### src/rtl/ip_range_block_table_defines.svh
// Assertion macros shared by the ip_range_block_table RTL.
// Depends on nothing; included by files that carry concurrent assertions.
`ifndef IP_RANGE_BLOCK_TABLE_DEFINES_SVH
`define IP_RANGE_BLOCK_TABLE_DEFINES_SVH

// Same-cycle implication, checked on clk and disabled while reset is asserted.
`define IPBT_ASSERT_NOW(label, ante, cons) \
  label: assert property (@(posedge clk) disable iff (!rst_n) (ante) |-> (cons)) \
    else $error("ipbt same-cycle check failed");

// Next-cycle implication, checked on clk and disabled while reset is asserted.
`define IPBT_ASSERT_NEXT(label, ante, cons) \
  label: assert property (@(posedge clk) disable iff (!rst_n) (ante) |=> (cons)) \
    else $error("ipbt next-cycle check failed");

`endif

### src/rtl/ipbt_pkg.sv
// Shared types, codes and sizing constants for the IPv4 range block table.
// Depends on nothing; imported by the front end, queue, table engine and top level.
package ipbt_pkg;

  localparam int MAX_RANGES = 64;
  localparam int IDX_W      = (MAX_RANGES > 1) ? $clog2(MAX_RANGES) : 1;
  localparam int CNT_W      = $clog2(MAX_RANGES + 1);
  localparam int ADDR_W     = 32;
  localparam int PLEN_W     = 6;
  localparam int Q_DEPTH    = 2;
  localparam int Q_PTR_W    = (Q_DEPTH > 1) ? $clog2(Q_DEPTH) : 1;
  localparam int Q_CNT_W    = $clog2(Q_DEPTH + 1);

  localparam logic [1:0] REQ_LOOKUP = 2'd0;
  localparam logic [1:0] REQ_RANGE  = 2'd1;
  localparam logic [1:0] REQ_CIDR   = 2'd2;

  localparam logic [1:0] ST_OK         = 2'd0;
  localparam logic [1:0] ST_BAD_PREFIX = 2'd1;
  localparam logic [1:0] ST_FULL       = 2'd2;

  localparam logic [PLEN_W-1:0] MAX_PREFIX = PLEN_W'(ADDR_W);

  typedef enum logic [1:0] {
    OP_LOOKUP,
    OP_STORE,
    OP_BAD_PREFIX,
    OP_NOP
  } op_t;

  typedef struct packed {
    op_t               op;
    logic [ADDR_W-1:0] lo;
    logic [ADDR_W-1:0] hi;
  } cmd_t;

  typedef struct packed {
    logic             idle;
    logic [CNT_W-1:0] entry_count;
  } back_stat_t;

  typedef enum logic {
    BK_IDLE,
    BK_SCAN
  } back_state_t;

endpackage

### src/rtl/ipbt_front.sv
// Front end: takes requests and turns them into table commands with final bounds.
// Depends on ipbt_pkg.
module ipbt_front (
  input  logic                        start,
  input  logic                        busy,
  input  logic [1:0]                  in_req_type,
  input  logic [ipbt_pkg::ADDR_W-1:0] in_first_address,
  input  logic [ipbt_pkg::ADDR_W-1:0] in_second_address,
  input  logic [ipbt_pkg::PLEN_W-1:0] in_prefix_len,
  output logic                        push,
  output ipbt_pkg::cmd_t              cmd
);
  import ipbt_pkg::*;

  logic [ADDR_W-1:0] mask;
  logic [ADDR_W-1:0] base;

  assign push = start && !busy;

  always_comb begin
    mask = '0;
    if (in_prefix_len != '0 && in_prefix_len <= MAX_PREFIX) begin
      mask = {ADDR_W{1'b1}} << (MAX_PREFIX - in_prefix_len);
    end
    base = in_first_address & mask;

    cmd.op = OP_NOP;
    cmd.lo = in_first_address;
    cmd.hi = in_second_address;
    case (in_req_type)
      REQ_LOOKUP: begin
        cmd.op = OP_LOOKUP;
      end
      REQ_RANGE: begin
        cmd.op = OP_STORE;
        if (in_first_address > in_second_address) begin
          cmd.lo = in_second_address;
          cmd.hi = in_first_address;
        end
      end
      REQ_CIDR: begin
        if (in_prefix_len > MAX_PREFIX) begin
          cmd.op = OP_BAD_PREFIX;
        end else begin
          cmd.op = OP_STORE;
          cmd.lo = base;
          cmd.hi = base | ~mask;
        end
      end
      default: begin
        cmd.op = OP_NOP;
      end
    endcase
  end

endmodule

### config.mk
export PLATFORM = sky130hd
export DESIGN_NAME = ipbt_front
export DESIGN_NICKNAME = d
export VERILOG_FILES = /design/src/rtl/ip_range_block_table_defines.svh /design/src/rtl/ipbt_pkg.sv /design/src/rtl/ipbt_front.sv
export SDC_FILE = /design/constraint.sdc
export NUM_CORES = 1
export LEC_CHECK = 0
export BUFFER_PORTS_ARGS = -buffer_cell sky130_fd_sc_hd__buf_2
export CORE_MARGIN = 2
export CORE_UTILIZATION = 50
export DETAILED_ROUTE_END_ITERATION = 8
export PLACE_DENSITY_LB_ADDON = 0.2
export SETUP_SLACK_MARGIN = 0.02
export SYNTH_ARGS = -nofsm -noshare
export SYNTH_HDL_FRONTEND = slang
export SYNTH_SLANG_ARGS = --single-unit
### constraint.sdc
create_clock -name vclk -period 6.9
set_input_delay 0.69 -clock vclk [all_inputs]
set_output_delay 0.69 -clock vclk [all_outputs]
set_load 0.01 [all_outputs]
==> flow_summary.ini <==
[critical_path]
cp.required_ns = 6.21
cpMostUsedCell = buf_2
cp_data_arrival_time_ns = 3.94
path_delay_family = simple AND/OR/NAND/NOR gates
crit_buf_inv = 4
crit_path_max_incr_delay_ns = 0.61
cp-end-kind = output pin
slowest_stage = nor4_1
cp_max_fo = 19
start_kind = input pin
path_class = in2out
path_cells = buf_2, inv_1, ha_1, nand4_1, nor4_1, and2_1, o22a_1, buf_4, nor2_1, a311o_1, buf_2

[layout]
fill_cells = 675
mostFrequentLayoutCell = buf_2
final_cell_mix = 141 x buf_2, 52 x a21oi_1, 49 x nand2_1
seq_cells = 0
fin_util = 0.6120
area_growth_pct = 18.71
drive_above_1_share = 0.2557
clock_buffer_count = 0
seq_area_um2 = 0
nets = 772
antennaDiodeCount = 0

[floorplan]
die_y_um = 87.47
start_util = 0.5156
die_area_um2 = 7650
die_w_um = 87.47
row_count = 30
coreArea_um2 = 6756
ios = 141

[cts]
hold_buffers = 0
cts_setup_buffers = 0
post_cts_resized = 0

[timing]
finalSetupTns_ns = 0
max_freq_mhz = 215.8
relSlewSlack = 0.2355
period_share = 0.6715
rsz0062_at_grt = no
drv_slew = 0
finalHoldViolCount = 0
min_period_ns = 4.633
worstMarginPinSlew_ns = 1.147
whs_ns = 1.609
setup_viol = 0

[global_route]
antenna_found_initial = 1
grt_first_pass_wirelength_um = 21430
grt_use_total = 0.3449
grt_pass1_vias = 4440
grt_max_degree = 75
gr-total-overflow = 0

[power]
p_switching_mw = 0.2403
pwr-share-clk = 0
switching_share = 0.6196
power.density_nw_per_um2 = 93.77
vdd.ir_drop.worst_uv = 42.30
leakagePower_nw = 2.002
power.share.sequential = 0
p_total_mw = 0.3878
p_int_mw = 0.1475
comb_power_share = 1.000

[placed_design]
gpl.final_weighted_congestion = 0.9564
dp_hpwl_um = 10040
place.port_buffers = 141

[routing]
vias = 5015
dr.pass1.iters = 6
wl_per_cell_um = 18.84
drt_iter0_drc = 450
met2_length_um = 6357
wl_um = 13880
wl_met3_um = 1407
wl_met1_um = 5590
via_per_inst = 6.805
drc = 0
ant_nets = 0
top_layer = met5

[synth]
synth.net_count = 670
post_synth.cell_area_avg_um2 = 6.254
syn_inst = 557
seq_area_frac_synth = 0
syn-cell-area_um2 = 3483
synth.distinct_cells = 60
yosysWarnings = 0

[hold_path]
worstHoldPathType = in2out

[outcome]
status = complete, no violations

[run]
max_cap_viol_count = 0
[stage by stage]
stage	std cells	worst slack, ns	area (um2)
after floorplan	557	3.410	3483
after global placement	737	2.400	4135
after detailed placement	737	2.370	4135
after CTS	737	2.373	4135
after global routing	737	2.051	4135
final	737	2.267	4135
[cell usage after synthesis, types with 3 or more instances]
master | instances | share of area
a21oi_1 | 52 | 0.075
nand2_1 | 49 | 0.053
o21ai_0 | 47 | 0.068
nand3_1 | 43 | 0.062
inv_1 | 41 | 0.044
ha_1 | 39 | 0.14
nor2_1 | 31 | 0.033
clkbuf_1 | 25 | 0.027
nand4_1 | 19 | 0.034
a221o_1 | 16 | 0.046
buf_2 | 16 | 0.023
nor3_1 | 15 | 0.022
o211ai_1 | 15 | 0.032
a21o_1 | 10 | 0.022
nor2b_1 | 9 | 0.016
o22ai_1 | 8 | 0.014
a22o_1 | 6 | 0.015
a31oi_1 | 6 | 0.011
a32o_1 | 6 | 0.017
a211o_1 | 5 | 0.013
and2_1 | 5 | 0.0090
mux2_2 | 5 | 0.016
nand2b_1 | 5 | 0.0090
o31ai_1 | 5 | 0.011
a21boi_0 | 4 | 0.0086
a311oi_1 | 4 | 0.010
and3_1 | 4 | 0.0072
buf_1 | 4 | 0.0043
nor4_1 | 4 | 0.0072
o221ai_1 | 4 | 0.010
o2bb2ai_1 | 4 | 0.010
o31a_1 | 4 | 0.010
or3_1 | 4 | 0.0072
a2bb2oi_1 | 3 | 0.0075
a311o_1 | 3 | 0.0086
nor3b_1 | 3 | 0.0065
o21bai_1 | 3 | 0.0065
[power by group through the flow]
stage               clock network, mW  registers (mW)  logic, mW
floorplan                           0               0      0.240
detailed placement                  0               0      0.378
CTS                                 0               0      0.380
global route                        0               0      0.421
finish                              0               0      0.388
global placement                    0               0      0.374
[cell families (layout without fill, tap and decap cells)]
| logic type | Yosys count | after routing | share of synthesized area |
|---|---|---|---|
| buffers and inverters | 88 | 188 | 0.1049 |
| xor gates and xnor gates | 3 | 3 | 0.01293 |
| and+or+nand+nor | 200 | 200 | 0.2877 |
| AOI/OAI and AO/OA | 221 | 221 | 0.4353 |
| muxes | 6 | 6 | 0.01904 |
| adders and majority gates | 39 | 39 | 0.1401 |
[tightest hold or removal path: stages]
cell and delay, ns:
buf_2 0.08, nor2b_1 0.03, buf_2 0.12
[layout make-up]
| type | count | area, um2 | share of cell area |
|---|---|---|---|
| inverters | 41 | 153.9 | 0.03722 |
| multi-input cells | 469 | 3131 | 0.7570 |
| well taps | 80 | 100.1 | 0.02421 |
| repair buffers | 147 | 750.7 | 0.1815 |
[metal layers]
layer | vias up | track usage
li1 | 2327 | -
met1 | 2317 | 0.4655
met2 | 317 | 0.5565
met3 | 52 | 0.03602
met4 | 2 | 0.1399
met5 | - | 0
[path summary, 6_finish.rpt]
kind      end  cells past startpoint  slack, ns                  start
max   cmd[28]                     11       2.27  in_second_address[31]
min      push                      3       1.61                   busy
Note: power is estimated with default switching activity, not from simulation.
