<file path="src/rtl/ip_range_block_table_defines.svh">
// Assertion macros shared by the ip_range_block_table RTL.
// Depends on nothing; included by files that carry concurrent assertions.
`ifndef IP_RANGE_BLOCK_TABLE_DEFINES_SVH
`define IP_RANGE_BLOCK_TABLE_DEFINES_SVH

// Same-cycle implication, checked on clk and disabled while reset is asserted.
`define IPBT_ASSERT_NOW(label, ante, cons) \
  label: assert property (@(posedge clk) disable iff (!rst_n) (ante) |-> (cons)) \
    else $error("ipbt same-cycle check failed");

// Next-cycle implication, checked on clk and disabled while reset is asserted.
`define IPBT_ASSERT_NEXT(label, ante, cons) \
  label: assert property (@(posedge clk) disable iff (!rst_n) (ante) |=> (cons)) \
    else $error("ipbt next-cycle check failed");

`endif

</file>
<file path="src/rtl/ipbt_pkg.sv">
// Shared types, codes and sizing constants for the IPv4 range block table.
// Depends on nothing; imported by the front end, queue, table engine and top level.
package ipbt_pkg;

  localparam int MAX_RANGES = 64;
  localparam int IDX_W      = (MAX_RANGES > 1) ? $clog2(MAX_RANGES) : 1;
  localparam int CNT_W      = $clog2(MAX_RANGES + 1);
  localparam int ADDR_W     = 32;
  localparam int PLEN_W     = 6;
  localparam int Q_DEPTH    = 2;
  localparam int Q_PTR_W    = (Q_DEPTH > 1) ? $clog2(Q_DEPTH) : 1;
  localparam int Q_CNT_W    = $clog2(Q_DEPTH + 1);

  localparam logic [1:0] REQ_LOOKUP = 2'd0;
  localparam logic [1:0] REQ_RANGE  = 2'd1;
  localparam logic [1:0] REQ_CIDR   = 2'd2;

  localparam logic [1:0] ST_OK         = 2'd0;
  localparam logic [1:0] ST_BAD_PREFIX = 2'd1;
  localparam logic [1:0] ST_FULL       = 2'd2;

  localparam logic [PLEN_W-1:0] MAX_PREFIX = PLEN_W'(ADDR_W);

  typedef enum logic [1:0] {
    OP_LOOKUP,
    OP_STORE,
    OP_BAD_PREFIX,
    OP_NOP
  } op_t;

  typedef struct packed {
    op_t               op;
    logic [ADDR_W-1:0] lo;
    logic [ADDR_W-1:0] hi;
  } cmd_t;

  typedef struct packed {
    logic             idle;
    logic [CNT_W-1:0] entry_count;
  } back_stat_t;

  typedef enum logic {
    BK_IDLE,
    BK_SCAN
  } back_state_t;

endpackage

</file>
<file path="src/rtl/ipbt_queue.sv">
// Short command queue between the front end and the table engine.
// Depends on ipbt_pkg.
module ipbt_queue (
  input  logic           clk,
  input  logic           rst_n,
  input  logic           push,
  input  ipbt_pkg::cmd_t push_cmd,
  input  logic           pop,
  output logic           full,
  output logic           not_empty,
  output ipbt_pkg::cmd_t head_cmd
);
  import ipbt_pkg::*;

  cmd_t               slot_r [Q_DEPTH];
  logic [Q_PTR_W-1:0] wr_ptr_r, wr_ptr_nxt;
  logic [Q_PTR_W-1:0] rd_ptr_r, rd_ptr_nxt;
  logic [Q_CNT_W-1:0] cnt_r, cnt_nxt;
  logic               do_pop;

  assign full      = (cnt_r == Q_CNT_W'(Q_DEPTH));
  assign not_empty = (cnt_r != '0);
  assign head_cmd  = slot_r[rd_ptr_r];
  assign do_pop    = pop && not_empty;

  always_comb begin
    wr_ptr_nxt = wr_ptr_r;
    rd_ptr_nxt = rd_ptr_r;
    cnt_nxt    = cnt_r;
    if (push) begin
      wr_ptr_nxt = (wr_ptr_r == Q_PTR_W'(Q_DEPTH - 1)) ? '0 : wr_ptr_r + 1'b1;
    end
    if (do_pop) begin
      rd_ptr_nxt = (rd_ptr_r == Q_PTR_W'(Q_DEPTH - 1)) ? '0 : rd_ptr_r + 1'b1;
    end
    if (push && !do_pop) begin
      cnt_nxt = cnt_r + 1'b1;
    end else if (do_pop && !push) begin
      cnt_nxt = cnt_r - 1'b1;
    end
  end

  always_ff @(posedge clk) begin
    if (!rst_n) begin
      wr_ptr_r <= '0;
      rd_ptr_r <= '0;
      cnt_r    <= '0;
    end else begin
      wr_ptr_r <= wr_ptr_nxt;
      rd_ptr_r <= rd_ptr_nxt;
      cnt_r    <= cnt_nxt;
    end
  end

  always_ff @(posedge clk) begin
    if (push) begin
      slot_r[wr_ptr_r] <= push_cmd;
    end
  end

endmodule

</file>
<file path="config.mk">
export PLATFORM = sky130hd
export DESIGN_NAME = ipbt_queue
export DESIGN_NICKNAME = d
export VERILOG_FILES = /design/src/rtl/ip_range_block_table_defines.svh /design/src/rtl/ipbt_pkg.sv /design/src/rtl/ipbt_queue.sv
export SDC_FILE = /design/constraint.sdc
export NUM_CORES = 1
export LEC_CHECK = 0
export ABC_AREA = 1
export CAP_MARGIN = 20
export CORE_MARGIN = 1
export CORE_UTILIZATION = 55
export DETAILED_ROUTE_END_ITERATION = 8
export DONT_BUFFER_PORTS = 1
export PLACE_DENSITY_LB_ADDON = 0.1
export SYNTH_ARGS = -nofsm -noshare
export SYNTH_HDL_FRONTEND = slang
export SYNTH_SLANG_ARGS = --single-unit
</file>
<file path="constraint.sdc">
create_clock -name clk -period 6.7 [get_ports clk]
set_clock_uncertainty 0.2 [all_clocks]
set_input_delay 0.67 -clock clk [delete_from_list [all_inputs] [get_ports clk]]
set_output_delay 0.67 -clock clk [all_outputs]
set_load 0.1 [all_outputs]
</file>
==> impl_results.md <==
* GR Overflow Total at 0
* Worst Setup Start Kind: flop
* Tmin final at 3.17 ns
* Filler cell count at 592
* CTS max path bufs at 2
* Die Span X at around 100 microns
* Crit path DAT at between 2 and 2.5 ns
* FP Rows at 34
* Outcome: completed
* Syn-to-layout area delta at 12.9%
* First drt pass iteration count at 4
* Root Driver: clkbuf_8
* # Max-Cap Violations at 0
* Synth async-reset ratio at 0
* Count leader, synth: edfxtp_1
* Post-synth top area cell: edfxtp_1
* Final instance area at between 5000 and 6000 sq um
* CP cell instances: mux2_2
* Post-Syn Area at 5160 sq um
* Share of the synthesized area in the top cell type at 0.768
* Sw Ratio at 0.340
* IO Pins at 138
* Synth area leaders: edfxtp_1 77%, mux2_4 12%, mux2_2 5.7%
* Max-slew headroom at 0.273
* Worst-Margin Slew at about 1.1 ns
* Layout cells sized above 1 at 0.381
* Unrepaired setup endpoints after global routing: false
* Critical path endpoint category: primary output
* Synth Instances at 241
* Leak pwr at 2.04 nW
* Worst setup path category: flop to primary output
* Post-Syn Area per Cell at about 21 sq um
* Nets at 326
* Slowest stage cell, crit path: dfxtp_4
* Logic gate share of total power at 0.225
* GRT Util Overall at 0.157
* CTS tree: built
* Routed Antenna Nets at 0
* Dpl ws at 4.04 ns
* N_diodes at 0
* Drt via density at around 5.6
* Initial drt markers at 54
* CTS clk-pin slew, worst paths at 0.06 ns
* Post-CTS Resized at 0
* Cell Pwr Density at 421 nW/um^2
* Post-synthesis sequential area ratio at 0.788
* Insertion delay to the later sink of the worst-skew pair at about 0.5 ns
* Final Hold Viols at 0
* Delay-heaviest family, CP: flip-flops
* Sequential cell area at 4070 sq um
* Psw at 0.834 mW
* Wire per inst at approximately 20 microns
* Clock share of power at 0.353
* # Post-CTS Setup Buffers at 0
* Die height at 98.8 microns
* CP max stage delay at 1.04 ns
* WP data required at 5.83 ns
* #FFs+latches synth at approximately 140
* Yosys cell types at 15
* Predominant post-synthesis flop cell: edfxtp_1
* Die area at 9770 sq um
* Synth warn at 0
* Post-CTS Hold Buffers at 0
* Clk sinks at approximately 140
* Vias at 2,119
* Largest net degree at the start of global routing at 67
* CTS H-tree lvls at 4
* First-pass GRT wire length at between 10,000 and 15,000 microns
* Total core area at 8890 sq um
* Max Fanout on Critical Path at 66
* Post-synth EDFFs at between 100 and 150
* Dpl hpwl at 4640 microns
* Pint at 1.62 mW
* Maximum VDD drop at about 0.21 mV
* Final worst path period share at 0.473
* Initial antenna violation count at 0
* Port buffer count at 0
* Top cells by count, synth: 132 x edfxtp_1, 40 x mux2_4, 26 x mux2_2
* # setup viols final at 0
* Number of buffers and inverters on the critical path at 0
* Synthesized Nets at 312
* Sequential power share at 0.422
* Slew Viols, Final at 0
* Post-Route Setup TNS at 0 ns
* Initial Util at 0.580
* Gpl congestion at 0.689
* Final WS setup at 3.53 ns
* DRC violations left at 0
* Total CTS buffers at 17
* Placed Area at about 5300 sq um
* Final wirelength at roughly 7500 microns
* Maximum clock frequency at around 320 MHz
* Hold crit path type: input pin to flop
* Vias in the first global route at about 2,200
* Area occupied by multi-input gates at between 1000 and 1500 sq um
[power by group through the flow]
stage	logic, mW	registers [mW]	clock network (mW)
global route	0.563	1.04	0.919
detailed placement	0.555	1.05	0
finish	0.552	1.03	0.865
floorplan	0.562	1.02	0
global placement	0.551	1.05	0
CTS	0.555	1.04	0.883
[flip-flops by register name, summed over array words and instances (netlist names), named ones only]
name and flops:
wr_ptr_r 1, slot_r 132, cnt_r 2, rd_ptr_r 1
[worst paths after layout]
| kind | start | endpoint | slack, ns | cells past startpoint |
|---|---|---|---|---|
| worst max register to register | wr_ptr_r | slot_r[0][9] | 4.52 | 2 |
| worst max-delay path | flop | head_cmd[60] | 3.53 | 1 |
| worst min register to register | rd_ptr_r | rd_ptr_r | 0.32 | 2 |
| worst min-delay path | push_cmd[59] | slot_r[0][59] | 0.07 | 0 |
[per-layer routing]
metal	up-vias	wire length, microns	global-route usage
met5	-	0	0
met4	0	53	0.0689
met3	5	874	0.0901
met2	114	3850	0.263
met1	1041	2750	0.160
li1	959	-	-
[layout by cell type, fill, tap and decap left out, types with 2 or more instances in the layout]
cell type and instances:
edfxtp_1 132, mux2_4 40, mux2_2 26, clkbuf_16 16
nand2_1 9, inv_1 7, nor2_1 6, dfxtp_1 4
clkinvlp_4 3, inv_6 3, clkinv_4 3, clkinv_2 2
bufinv_16 2, buf_4 2
[stage by stage]
step                       util  hold slack, ns  cells  power (mW)
after global routing      0.655          0.0351    376        2.52
after floorplan               -           0.267    241        1.59
after global placement    0.591           0.282    344        1.60
final                     0.655          0.0686    376        2.45
after CTS                 0.655          0.0394    376        2.47
after detailed placement  0.591           0.306    344        1.61
[cells by family (layout without fill, tap and decap cells)]
group | Yosys count | in the layout | share of synthesized area
AO/OA/AOI/OAI | 3 | 3 | 0.00339
adder cells (fa/ha/maj) | 1 | 1 | 0.00243
buffers and inverters | 15 | 42 | 0.0187
flip-flops | 137 | 137 | 0.788
multiplexers | 66 | 66 | 0.173
AND/OR/NAND/NOR | 19 | 19 | 0.0146
[area by class of cell]
class / count / area share
Sequential cell: 137 / 0.699
Clock buffer: 18 / 0.0718
Tap cell: 108 / 0.0232
Timing Repair Buffer: 2 / 0.00258
Multi-Input combinational cell: 89 / 0.173
Clock inverter: 14 / 0.0256
Inverter: 8 / 0.00516
No activity file was read; power rests on OpenSTA's default activity.
